<file path="config.mk">
export PLATFORM = sky130hd
export DESIGN_NAME = nonpreemptive_priority_scheduler
export DESIGN_NICKNAME = d
export VERILOG_FILES = /design/src/design/npps_pkg.sv /design/src/design/npps_front.sv /design/src/design/npps_queue.sv /design/src/design/npps_back.sv /design/src/design/nonpreemptive_priority_scheduler.sv
export SDC_FILE = /design/constraint.sdc
export NUM_CORES = 2
export LEC_CHECK = 0
export BUFFER_PORTS_ARGS = -buffer_cell sky130_fd_sc_hd__buf_2
export CORE_ASPECT_RATIO = 1.1
export CORE_UTILIZATION = 50
export CTS_CLUSTER_DIAMETER = 40
export CTS_CLUSTER_SIZE = 8
export DETAILED_ROUTE_END_ITERATION = 10
export PLACE_DENSITY = 0.76
export SLEW_MARGIN = 15
export SYNTH_ARGS = -nofsm -noshare
export SYNTH_HDL_FRONTEND = slang
export SYNTH_HIERARCHICAL = 1
export SYNTH_SLANG_ARGS = --single-unit
</file>
<file path="constraint.sdc">
create_clock -name clk -period 12.95 [get_ports clk]
set_input_delay 0 -clock clk [delete_from_list [all_inputs] [get_ports clk]]
set_output_delay 0 -clock clk [all_outputs]
set_load 0.01 [all_outputs]
</file>
<file path="src/design/npps_pkg.sv">
// ----------------------------------------------------------------------------
// npps_pkg: shared types for the non-preemptive priority scheduler
// Request and result payloads, queue entry, job record and back-end states.
// ----------------------------------------------------------------------------
package npps_pkg;

  localparam logic [23:0] CLK_MAX = 24'hFFFFFF;

  typedef struct packed {
    logic [15:0] job_number;
    logic [15:0] arrival_time;
    logic [15:0] burst_time;
    logic [7:0]  job_priority;
    logic        last_job;
  } job_in_t;

  typedef struct packed {
    logic [5:0]  slot_index;
    logic [15:0] job_id_out;
    logic [7:0]  priority_out;
    logic [23:0] start_time;
    logic [23:0] completion_time;
    logic [23:0] waiting_time;
    logic [23:0] turnaround_time;
    logic        idle_before;
    logic [31:0] total_waiting;
    logic [31:0] total_turnaround;
    logic        last_result;
  } job_out_t;

  // classified request handed from front to back
  typedef struct packed {
    job_in_t job;
    logic    store;
  } npps_cmd_t;

  // one stored job
  typedef struct packed {
    logic [15:0] number;
    logic [15:0] arrival;
    logic [15:0] burst;
    logic [7:0]  prio;
  } npps_rec_t;

  typedef enum logic [2:0] {
    BK_LOAD,
    BK_SCAN,
    BK_PICK,
    BK_CALC1,
    BK_CALC2,
    BK_EMIT
  } bk_state_t;

endpackage

</file>
<file path="src/design/npps_front.sv">
// ----------------------------------------------------------------------------
// npps_front: request intake
// Accepts requests, tracks the batch fill and tags each one as stored or dropped.
// ----------------------------------------------------------------------------
module npps_front #(
  parameter int MAX_JOBS = 16
) (
  input  logic                clk,
  input  logic                rst_n,
  input  logic                start,
  input  npps_pkg::job_in_t   in_data,
  input  logic                q_full,
  output logic                push,
  output npps_pkg::npps_cmd_t push_data
);

  localparam int CNT_W = $clog2(MAX_JOBS + 1);

  logic [CNT_W-1:0] cnt_r, cnt_nxt;
  logic             room;

  assign push = start && !q_full;
  assign room = (cnt_r < CNT_W'(MAX_JOBS));

  always_comb begin
    push_data.job   = in_data;
    push_data.store = room;
    cnt_nxt         = cnt_r;
    if (push) begin
      if (in_data.last_job) begin
        cnt_nxt = '0;
      end else if (room) begin
        cnt_nxt = cnt_r + 1'b1;
      end
    end
  end

  always_ff @(posedge clk) begin
    if (!rst_n) begin
      cnt_r <= '0;
    end else begin
      cnt_r <= cnt_nxt;
    end
  end

endmodule

</file>
<file path="src/design/npps_queue.sv">
// ----------------------------------------------------------------------------
// npps_queue: two-entry request queue
// Decouples intake from the scheduler so each side stalls on its own.
// ----------------------------------------------------------------------------
module npps_queue (
  input  logic                clk,
  input  logic                rst_n,
  input  logic                push,
  input  npps_pkg::npps_cmd_t push_data,
  input  logic                pop,
  output npps_pkg::npps_cmd_t pop_data,
  output logic                full,
  output logic                empty
);

  npps_pkg::npps_cmd_t ent_r [2];
  logic                wr_ptr_r, wr_ptr_nxt;
  logic                rd_ptr_r, rd_ptr_nxt;
  logic [1:0]          cnt_r, cnt_nxt;

  assign full     = (cnt_r == 2'd2);
  assign empty    = (cnt_r == 2'd0);
  assign pop_data = ent_r[rd_ptr_r];

  always_comb begin
    wr_ptr_nxt = wr_ptr_r;
    rd_ptr_nxt = rd_ptr_r;
    cnt_nxt    = cnt_r;
    if (push) begin
      wr_ptr_nxt = ~wr_ptr_r;
    end
    if (pop) begin
      rd_ptr_nxt = ~rd_ptr_r;
    end
    unique case ({push, pop})
      2'b10:   cnt_nxt = cnt_r + 2'd1;
      2'b01:   cnt_nxt = cnt_r - 2'd1;
      default: cnt_nxt = cnt_r;
    endcase
  end

  always_ff @(posedge clk) begin
    if (!rst_n) begin
      wr_ptr_r <= 1'b0;
      rd_ptr_r <= 1'b0;
      cnt_r    <= 2'd0;
    end else begin
      wr_ptr_r <= wr_ptr_nxt;
      rd_ptr_r <= rd_ptr_nxt;
      cnt_r    <= cnt_nxt;
    end
  end

  always_ff @(posedge clk) begin
    if (push) begin
      ent_r[wr_ptr_r] <= push_data;
    end
  end

endmodule

</file>
<file path="src/design/npps_back.sv">
// ----------------------------------------------------------------------------
// npps_back: job store and scheduler
// Stores tagged jobs, then per decision scans the store one entry a cycle.
// ----------------------------------------------------------------------------
module npps_back #(
  parameter int MAX_JOBS = 16
) (
  input  logic                clk,
  input  logic                rst_n,
  input  logic                q_empty,
  input  npps_pkg::npps_cmd_t q_data,
  output logic                pop,
  output logic                out_valid,
  output npps_pkg::job_out_t  out_data
);

  localparam int SLOT_W = (MAX_JOBS > 1) ? $clog2(MAX_JOBS) : 1;
  localparam int CNT_W  = $clog2(MAX_JOBS + 1);

  function automatic logic [31:0] sat_add32(input logic [31:0] a, input logic [31:0] b);
    logic [32:0] s;
    s = {1'b0, a} + {1'b0, b};
    return s[32] ? 32'hFFFFFFFF : s[31:0];
  endfunction

  npps_pkg::npps_rec_t mem [MAX_JOBS];
  npps_pkg::npps_rec_t rd_data_r;
  npps_pkg::npps_rec_t best_r, best_nxt;
  npps_pkg::npps_rec_t wr_rec;
  npps_pkg::job_out_t  out_r, out_nxt;
  npps_pkg::bk_state_t state_r, state_nxt;

  logic [CNT_W-1:0]    n_r, n_nxt;
  logic [CNT_W-1:0]    k_r, k_nxt;
  logic [CNT_W-1:0]    issue_r, issue_nxt;
  logic [SLOT_W-1:0]   rd_slot_r, rd_slot_nxt;
  logic [SLOT_W-1:0]   best_slot_r, best_slot_nxt;
  logic                rd_vld_r, rd_vld_nxt;
  logic                found_r, found_nxt;
  logic                idle_r, idle_nxt;
  logic                out_valid_r, out_valid_nxt;
  logic [MAX_JOBS-1:0] done_r, done_nxt;
  logic [15:0]         min_arr_r, min_arr_nxt;
  logic [23:0]         clock_r, clock_nxt;
  logic [23:0]         finish_r, finish_nxt;
  logic [23:0]         wait_r, wait_nxt;
  logic [23:0]         tat_r, tat_nxt;
  logic [31:0]         sum_w_r, sum_w_nxt;
  logic [31:0]         sum_t_r, sum_t_nxt;
  logic                wr_en, rd_en;
  logic [SLOT_W-1:0]   rd_addr;
  logic                cand_done, cand_ready, cand_better;
  logic [24:0]         fin_sum;

  assign out_valid = out_valid_r;
  assign out_data  = out_r;

  assign wr_rec.number  = q_data.job.job_number;
  assign wr_rec.arrival = q_data.job.arrival_time;
  assign wr_rec.burst   = q_data.job.burst_time;
  assign wr_rec.prio    = q_data.job.job_priority;

  // candidate from the registered read
  assign cand_done   = done_r[rd_slot_r];
  assign cand_ready  = !cand_done && ({8'h00, rd_data_r.arrival} <= clock_r);
  assign cand_better = !found_r || (rd_data_r.prio > best_r.prio) ||
                       ((rd_data_r.prio == best_r.prio) &&
                        (rd_data_r.number < best_r.number));
  assign fin_sum     = {1'b0, clock_r} + {9'h000, best_r.burst};

  always_comb begin
    state_nxt     = state_r;
    n_nxt         = n_r;
    k_nxt         = k_r;
    issue_nxt     = issue_r;
    rd_slot_nxt   = rd_slot_r;
    rd_vld_nxt    = 1'b0;
    best_nxt      = best_r;
    best_slot_nxt = best_slot_r;
    found_nxt     = found_r;
    idle_nxt      = idle_r;
    done_nxt      = done_r;
    min_arr_nxt   = min_arr_r;
    clock_nxt     = clock_r;
    finish_nxt    = finish_r;
    wait_nxt      = wait_r;
    tat_nxt       = tat_r;
    sum_w_nxt     = sum_w_r;
    sum_t_nxt     = sum_t_r;
    out_valid_nxt = 1'b0;
    out_nxt       = out_r;
    pop           = 1'b0;
    wr_en         = 1'b0;
    rd_en         = 1'b0;
    rd_addr       = issue_r[SLOT_W-1:0];

    unique case (state_r)
      npps_pkg::BK_LOAD: begin
        if (!q_empty) begin
          pop = 1'b1;
          if (q_data.store) begin
            wr_en = 1'b1;
            n_nxt = n_r + 1'b1;
          end
          if (q_data.job.last_job) begin
            clock_nxt = '0;
            sum_w_nxt = '0;
            sum_t_nxt = '0;
            k_nxt     = '0;
            idle_nxt  = 1'b0;
            done_nxt  = '0;
            if (n_nxt != '0) begin
              state_nxt   = npps_pkg::BK_SCAN;
              issue_nxt   = '0;
              found_nxt   = 1'b0;
              min_arr_nxt = 16'hFFFF;
            end
          end
        end
      end

      npps_pkg::BK_SCAN: begin
        if (issue_r < n_r) begin
          rd_en       = 1'b1;
          rd_vld_nxt  = 1'b1;
          rd_slot_nxt = issue_r[SLOT_W-1:0];
          issue_nxt   = issue_r + 1'b1;
        end
        if (rd_vld_r) begin
          if (cand_ready && cand_better) begin
            best_nxt      = rd_data_r;
            best_slot_nxt = rd_slot_r;
            found_nxt     = 1'b1;
          end
          if (!cand_done && (rd_data_r.arrival < min_arr_r)) begin
            min_arr_nxt = rd_data_r.arrival;
          end
          if (CNT_W'(rd_slot_r) == n_r - 1'b1) begin
            state_nxt = npps_pkg::BK_PICK;
          end
        end
      end

      npps_pkg::BK_PICK: begin
        priority if (found_r) begin
          state_nxt = npps_pkg::BK_CALC1;
        end else if (!idle_r) begin
          // nothing ready: jump to the next arrival and rescan
          clock_nxt   = {8'h00, min_arr_r};
          idle_nxt    = 1'b1;
          state_nxt   = npps_pkg::BK_SCAN;
          issue_nxt   = '0;
          min_arr_nxt = 16'hFFFF;
        end else begin
          state_nxt = npps_pkg::BK_LOAD;
          n_nxt     = '0;
          done_nxt  = '0;
          clock_nxt = '0;
          sum_w_nxt = '0;
          sum_t_nxt = '0;
        end
      end

      npps_pkg::BK_CALC1: begin
        finish_nxt = fin_sum[24] ? npps_pkg::CLK_MAX : fin_sum[23:0];
        wait_nxt   = clock_r - {8'h00, best_r.arrival};
        state_nxt  = npps_pkg::BK_CALC2;
      end

      npps_pkg::BK_CALC2: begin
        tat_nxt   = finish_r - {8'h00, best_r.arrival};
        sum_w_nxt = sat_add32(sum_w_r, {8'h00, wait_r});
        state_nxt = npps_pkg::BK_EMIT;
      end

      npps_pkg::BK_EMIT: begin
        sum_t_nxt                = sat_add32(sum_t_r, {8'h00, tat_r});
        out_valid_nxt            = 1'b1;
        out_nxt.slot_index       = 6'(best_slot_r);
        out_nxt.job_id_out       = best_r.number;
        out_nxt.priority_out     = best_r.prio;
        out_nxt.start_time       = clock_r;
        out_nxt.completion_time  = finish_r;
        out_nxt.waiting_time     = wait_r;
        out_nxt.turnaround_time  = tat_r;
        out_nxt.idle_before      = idle_r;
        out_nxt.total_waiting    = sum_w_r;
        out_nxt.total_turnaround = sum_t_nxt;
        out_nxt.last_result      = (k_r + 1'b1 == n_r);
        done_nxt[best_slot_r]    = 1'b1;
        clock_nxt                = finish_r;
        idle_nxt                 = 1'b0;
        k_nxt                    = k_r + 1'b1;
        if (k_r + 1'b1 == n_r) begin
          state_nxt = npps_pkg::BK_LOAD;
          n_nxt     = '0;
          done_nxt  = '0;
          clock_nxt = '0;
          sum_w_nxt = '0;
          sum_t_nxt = '0;
        end else begin
          state_nxt   = npps_pkg::BK_SCAN;
          issue_nxt   = '0;
          found_nxt   = 1'b0;
          min_arr_nxt = 16'hFFFF;
        end
      end

      default: state_nxt = npps_pkg::BK_LOAD;
    endcase
  end

  always_ff @(posedge clk) begin
    if (!rst_n) begin
      state_r     <= npps_pkg::BK_LOAD;
      n_r         <= '0;
      k_r         <= '0;
      issue_r     <= '0;
      rd_vld_r    <= 1'b0;
      found_r     <= 1'b0;
      idle_r      <= 1'b0;
      done_r      <= '0;
      clock_r     <= '0;
      sum_w_r     <= '0;
      sum_t_r     <= '0;
      out_valid_r <= 1'b0;
    end else begin
      state_r     <= state_nxt;
      n_r         <= n_nxt;
      k_r         <= k_nxt;
      issue_r     <= issue_nxt;
      rd_vld_r    <= rd_vld_nxt;
      found_r     <= found_nxt;
      idle_r      <= idle_nxt;
      done_r      <= done_nxt;
      clock_r     <= clock_nxt;
      sum_w_r     <= sum_w_nxt;
      sum_t_r     <= sum_t_nxt;
      out_valid_r <= out_valid_nxt;
    end
  end

  // payload registers
  always_ff @(posedge clk) begin
    rd_slot_r   <= rd_slot_nxt;
    best_r      <= best_nxt;
    best_slot_r <= best_slot_nxt;
    min_arr_r   <= min_arr_nxt;
    finish_r    <= finish_nxt;
    wait_r      <= wait_nxt;
    tat_r       <= tat_nxt;
    out_r       <= out_nxt;
  end

  // job store, one write and one registered read port
  always_ff @(posedge clk) begin
    if (wr_en) begin
      mem[n_r[SLOT_W-1:0]] <= wr_rec;
    end
    if (rd_en) begin
      rd_data_r <= mem[rd_addr];
    end
  end

  a_out_from_emit: assert property (@(posedge clk) disable iff (!rst_n)
    out_valid_r |-> $past(state_r == npps_pkg::BK_EMIT))
    else $error("result strobe without an emit cycle");

  a_calc_has_pick: assert property (@(posedge clk) disable iff (!rst_n)
    state_r == npps_pkg::BK_CALC1 |-> found_r)
    else $error("completion math started without a selected job");

  a_read_in_scan: assert property (@(posedge clk) disable iff (!rst_n)
    rd_vld_r |-> state_r == npps_pkg::BK_SCAN)
    else $error("store read returned outside a scan");

  a_jump_finds_job: assert property (@(posedge clk) disable iff (!rst_n)
    (state_r == npps_pkg::BK_PICK && idle_r) |-> found_r)
    else $error("no ready job after jumping to next arrival");

  a_fill_bound: assert property (@(posedge clk) disable iff (!rst_n)
    n_r <= CNT_W'(MAX_JOBS))
    else $error("job store overfilled");

endmodule

</file>
<file path="src/design/nonpreemptive_priority_scheduler.sv">
// ----------------------------------------------------------------------------
// nonpreemptive_priority_scheduler: batch non-preemptive priority scheduler
// Loads jobs, then on the last one emits the run order with timing figures.
// ----------------------------------------------------------------------------
//
//  channel  ports                    handshake
//  -------  -----------------------  ------------------------------------
//  request  start, busy, in_data     taken when start && !busy
//  result   out_valid, out_data      one-cycle strobe, cannot be stalled
//
// A request is taken every cycle while loading; the store write
//   in the back end pops one queued request per cycle.
// A batch of n jobs is scheduled after its last request: each decision scans
//   the job store through its single registered read port, a second time
//   when the processor idles, then does the time math in CALC1, CALC2 and
//   EMIT, which raises the result strobe.
// busy rises only when the two-entry request queue is full, i.e. up to two
//   requests of the next batch are taken while a schedule is running.
// Reset is synchronous, active low; it empties the queue and the batch.
//   The job store itself is not cleared; only loaded entries are read.
// ----------------------------------------------------------------------------
module nonpreemptive_priority_scheduler #(
  parameter int MAX_JOBS = 16
) (
  input  logic               clk,
  input  logic               rst_n,
  input  logic               start,
  output logic               busy,
  input  npps_pkg::job_in_t  in_data,
  output logic               out_valid,
  output npps_pkg::job_out_t out_data
);

  npps_pkg::npps_cmd_t push_data;
  npps_pkg::npps_cmd_t pop_data;
  logic                push;
  logic                pop;
  logic                q_full;
  logic                q_empty;

  // request is held off only by a full queue
  assign busy = q_full;

  // intake: count the batch fill, tag stored vs dropped
  npps_front #(
    .MAX_JOBS (MAX_JOBS)
  ) u_front (
    .clk       (clk),
    .rst_n     (rst_n),
    .start     (start),
    .in_data   (in_data),
    .q_full    (q_full),
    .push      (push),
    .push_data (push_data)
  );

  // decoupling queue
  npps_queue u_queue (
    .clk       (clk),
    .rst_n     (rst_n),
    .push      (push),
    .push_data (push_data),
    .pop       (pop),
    .pop_data  (pop_data),
    .full      (q_full),
    .empty     (q_empty)
  );

  // store and scheduler; pops only while loading
  npps_back #(
    .MAX_JOBS (MAX_JOBS)
  ) u_back (
    .clk       (clk),
    .rst_n     (rst_n),
    .q_empty   (q_empty),
    .q_data    (pop_data),
    .pop       (pop),
    .out_valid (out_valid),
    .out_data  (out_data)
  );

endmodule

</file>
==> tab_implementation.tex <==
\begin{tabular}{lr}
\hline
Metric & Value \\
\hline
\multicolumn{2}{l}{\textbf{Setup path}} \\
Launching element of the worst setup path & u\_back/issue\_r[0] \\
CP startpoint kind & flop \\
Slowest-stage cell, CP & sky130\_fd\_sc\_hd\_\_dfxtp\_4 \\
CP Capture Type & flop \\
Worst path required time & 13.47 ns \\
Number of buffer and inverter instances along the worst setup path & 2 \\
Startpoint of the worst register-to-register path & u\_back/issue\_r[0] \\
Setup Crit Path Kind & flop to flop \\
Gate family responsible for the most delay along the worst path & buffers and inverters \\
Worst path max stage delay & 0.99 ns \\
Worst-path fanout max & 48 \\
Crit-path cells & buf\_4 -> buf\_4 -> mux4\_2 -> mux4\_2 \\
Data arrival time of the critical path & 4.34 ns \\
\multicolumn{2}{l}{\textbf{Floorplanning}} \\
I/O pins & 254 \\
Vertical die dimension & 375 µm \\
Die Area & 128000 µm² \\
Starting density of the core & 50.6\% \\
Rows & 136 \\
Floorplan core area & 125000 µm² \\
Horizontal die dimension & 341 µm \\
\multicolumn{2}{l}{\textbf{Timing}} \\
Relative slew slack & 17.8\% \\
Post-Route Skew & 0.0372 ns \\
Final-layout setup total negative slack & 0 ns \\
Setup WS post-layout & 9.13 ns \\
Setup repair after global routing missed its margin & no \\
Final-report hold violation count & 0 \\
Final Critical Period & 3.82 ns \\
Maximum achievable frequency & 0.262 GHz \\
Slew at the pin closest to its max-slew limit & 1.23 ns \\
Endpoints failing setup & 0 \\
Tcrit/Tclk final & 29.5\% \\
Max Slew Vio Count & 0 \\
Final Hold Slack & 0.0908 ns \\
\multicolumn{2}{l}{\textbf{Finish}} \\
Share of final-layout standard cells stronger than drive strength 1 & 23.7\% \\
Fin cells & 5865 \\
Ant. Diodes & 0 \\
Count of nets after finishing & 4335 \\
Final Util & 59.0\% \\
Layout-stage area growth over the synthesis result & 16.6\% \\
\multicolumn{2}{l}{\textbf{Drt}} \\
Per-cell via count in the routed design & 6.06 \\
Number of routed nets with antenna violations & 0 \\
Aggregate routed wire length & 154000 µm \\
Average wire per cell in the routed design & 26.2 µm \\
Number of vias after detailed routing & 35.6k \\
Remaining routing DRC violations & 0 \\
1st-iter DRT viols & 3476 \\
DRT Pass-1 Iters & 7 \\
\multicolumn{2}{l}{\textbf{Synth}} \\
Synthesized area per cell & 17.4 µm² \\
Top\_reg\_cell synth & sky130\_fd\_sc\_hd\_\_edfxtp\_1 \\
Library cell with the highest instance count after synthesis & sky130\_fd\_sc\_hd\_\_edfxtp\_1 \\
Number of enable-type register cells in the synthesized netlist & 1410 \\
Yosys warning total & 6 \\
Most numerous cell types in the synthesized netlist & sky130\_fd\_sc\_hd\_\_edfxtp\_1, sky130\_fd\_sc\_hd\_\_mux4\_2, sky130\_fd\_sc\_hd\_\_nor2\_1 \\
Cell accounting for the most synthesized area & sky130\_fd\_sc\_hd\_\_edfxtp\_1 \\
Register area share after synthesis & 71.2\% \\
Post-synth top area share & 66.9\% \\
Post-Syn Instances & 3645 \\
Synth async-reset ratio & 0\% \\
Yosys cell types & 102 \\
Leading cell types by total area after synthesis & sky130\_fd\_sc\_hd\_\_edfxtp\_1, sky130\_fd\_sc\_hd\_\_mux4\_2, sky130\_fd\_sc\_hd\_\_dfxtp\_1 \\
Yosys reg bits & 1546 \\
Mapped Area & 63300 µm² \\
\multicolumn{2}{l}{\textbf{GRT}} \\
Number of antenna violations at the first check in global routing & 3 \\
Global-route wire length before repair & 229000 µm \\
Gr usage total & 24.1\% \\
Via count of the first global-routing pass & 36.1k \\
Largest net degree at the start of global routing & 130 \\
GRT Residual Overflow & 0 \\
\multicolumn{2}{l}{\textbf{Clocking}} \\
Worst skew pair latency & 0.81 ns \\
Number of buffers created by CTS & 224 \\
Deepest clock path buffer count & 3 \\
CTS H-tree lvls & 4 \\
Number of clock sinks seen by CTS & 1546 \\
TritonCTS clock tree & done \\
Clock-pin slew of the registers on the worst-case setup and hold paths & 0.05 ns \\
Root buffer cell & sky130\_fd\_sc\_hd\_\_clkbuf\_16 \\
\multicolumn{2}{l}{\textbf{Hold path}} \\
Worst min-delay path category & input pin to flop \\
Worst Min Path Start & in\_data[0] \\
\multicolumn{2}{l}{\textbf{Power}} \\
Power density over the cells & 173 nW/µm² \\
Pleak & 0.0252 µW \\
IR drop worst, VDD & 125 µV \\
\multicolumn{2}{l}{\textbf{Place}} \\
Post-place setup slack & 9.04 ns \\
Routability cong. & 0.900 \\
Inst Count DP & 5422 \\
Detailed Place HPWL & 86300 µm \\
Count of input and output buffers & 251 \\
\multicolumn{2}{l}{\textbf{Job}} \\
Maximum capacitance violations & 0 \\
\multicolumn{2}{l}{\textbf{Run status}} \\
Outcome & finished, final reports clean \\
\hline
\end{tabular}
==> sequential cells by signal, summed over array words and instances, names as in the netlist, 2 cells and up, named ones only <==
name	count
u_back/best_slot_r	4
u_back/state_r	3
u_back/rd_slot_r	4
u_back/issue_r	5
u_back/k_r	5
u_queue/cnt_r	2
u_back/wait_r	24
u_back/mem	896
u_back/done_r	16
u_back/rd_data_r	56
u_back/sum_t_r	32
u_back/clock_r	24
u_back/best_r	56
u_back/finish_r	24
u_front/cnt_r	5
u_queue/ent_r	116
u_back/n_r	5
u_back/out_data	190
u_back/tat_r	24
u_back/sum_w_r	32
u_back/min_arr_r	16
==> routing by layer <==
layer | wire (µm) | global-route usage, % | up-vias
met2 | 79000 | 41.5 | 1919
met4 | 5170 | 9.39 | 2
met5 | 8 | 0 | -
li1 | - | - | 15300
met1 | 57000 | 30.6 | 18000
met3 | 12600 | 3.92 | 360
==> power by group <==
group	internal (µW)	total, µW	switching [µW]
logic	544	1340	798
clock network	3240	5290	2060
registers	5980	6120	131
total	9770	12800	2990
==> per-stage QoR <==
stage	instance area, µm²	total power, µW
floorplan	63300	7080
global placement	66200	7430
detailed placement	66300	7490
CTS	73800	12800
global route	73800	13100
finish	73800	12800
==> layout by cell type (no fill, tap or decap), drive strengths merged, types with 8 or more instances in the layout <==
cell | synthesis | layout
a211oi | 30 | 30
nand2 | 170 | 170
dlygate4sd3 | 0 | 115
xnor2 | 59 | 59
nor2 | 181 | 181
o211ai | 11 | 11
nand2b | 26 | 26
o21ai | 112 | 112
or2 | 23 | 23
a211o | 8 | 8
nand3 | 43 | 43
or3 | 13 | 13
dfxtp | 136 | 136
nand4 | 23 | 23
inv | 126 | 135
a21oi | 146 | 146
a31oi | 28 | 28
buf | 105 | 305
nor2b | 28 | 28
xor2 | 38 | 38
and3 | 20 | 20
or4 | 8 | 8
mux4 | 284 | 284
o31ai | 8 | 8
o21a | 21 | 21
nor3 | 36 | 36
o21bai | 12 | 12
a22oi | 30 | 30
edfxtp | 1410 | 1410
and2 | 16 | 16
clkinv | 2 | 26
mux2 | 61 | 61
a21boi | 9 | 9
clkbuf | 79 | 289
a21o | 59 | 59
a22o | 23 | 23
ha | 163 | 163
==> layout make-up <==
type                    count  area (µm²)
inverters                 128         488
clock buffers             289        5930
flip-flops and latches   1546       45100
fillers                  9010       51400
well taps                1656        2070
clock inverters            39         474
multi-input cells        1787       16900
repair buffers            420        2850
==> cell families after synthesis <==
kind of cell | Yosys count | synth area share (%)
AO/OA/AOI/OAI | 554 | 5.81
XOR/XNOR | 97 | 1.34
adder cells (fa/ha/maj) | 168 | 3.38
buffers and inverters | 313 | 2.33
flip-flops | 1546 | 71.2
multiplexers | 349 | 11.2
other | 1 | 0.00592
AND/OR/NAND/NOR | 617 | 4.72
==> worst paths after layout <==
| path | endpoint | slack, ns | cells past startpoint |
|---|---|---|---|
| max reg2reg | u_back/rd_data_r[9] | 9.13 | 4 |
| max | u_back/rd_data_r[9] | 9.13 | 4 |
| min | u_queue/ent_r[0][1] | 0.09 | 2 |
| min reg2reg | u_back/best_r[17] | 0.42 | 0 |
==> repair_timing <==
item,4_1_cts,5_1_grt
gates resized for setup,0,0
hold buffers,115,0
hold endpoints to repair,177,0
setup buffers,0,0
(Power assumes the default switching activity.)
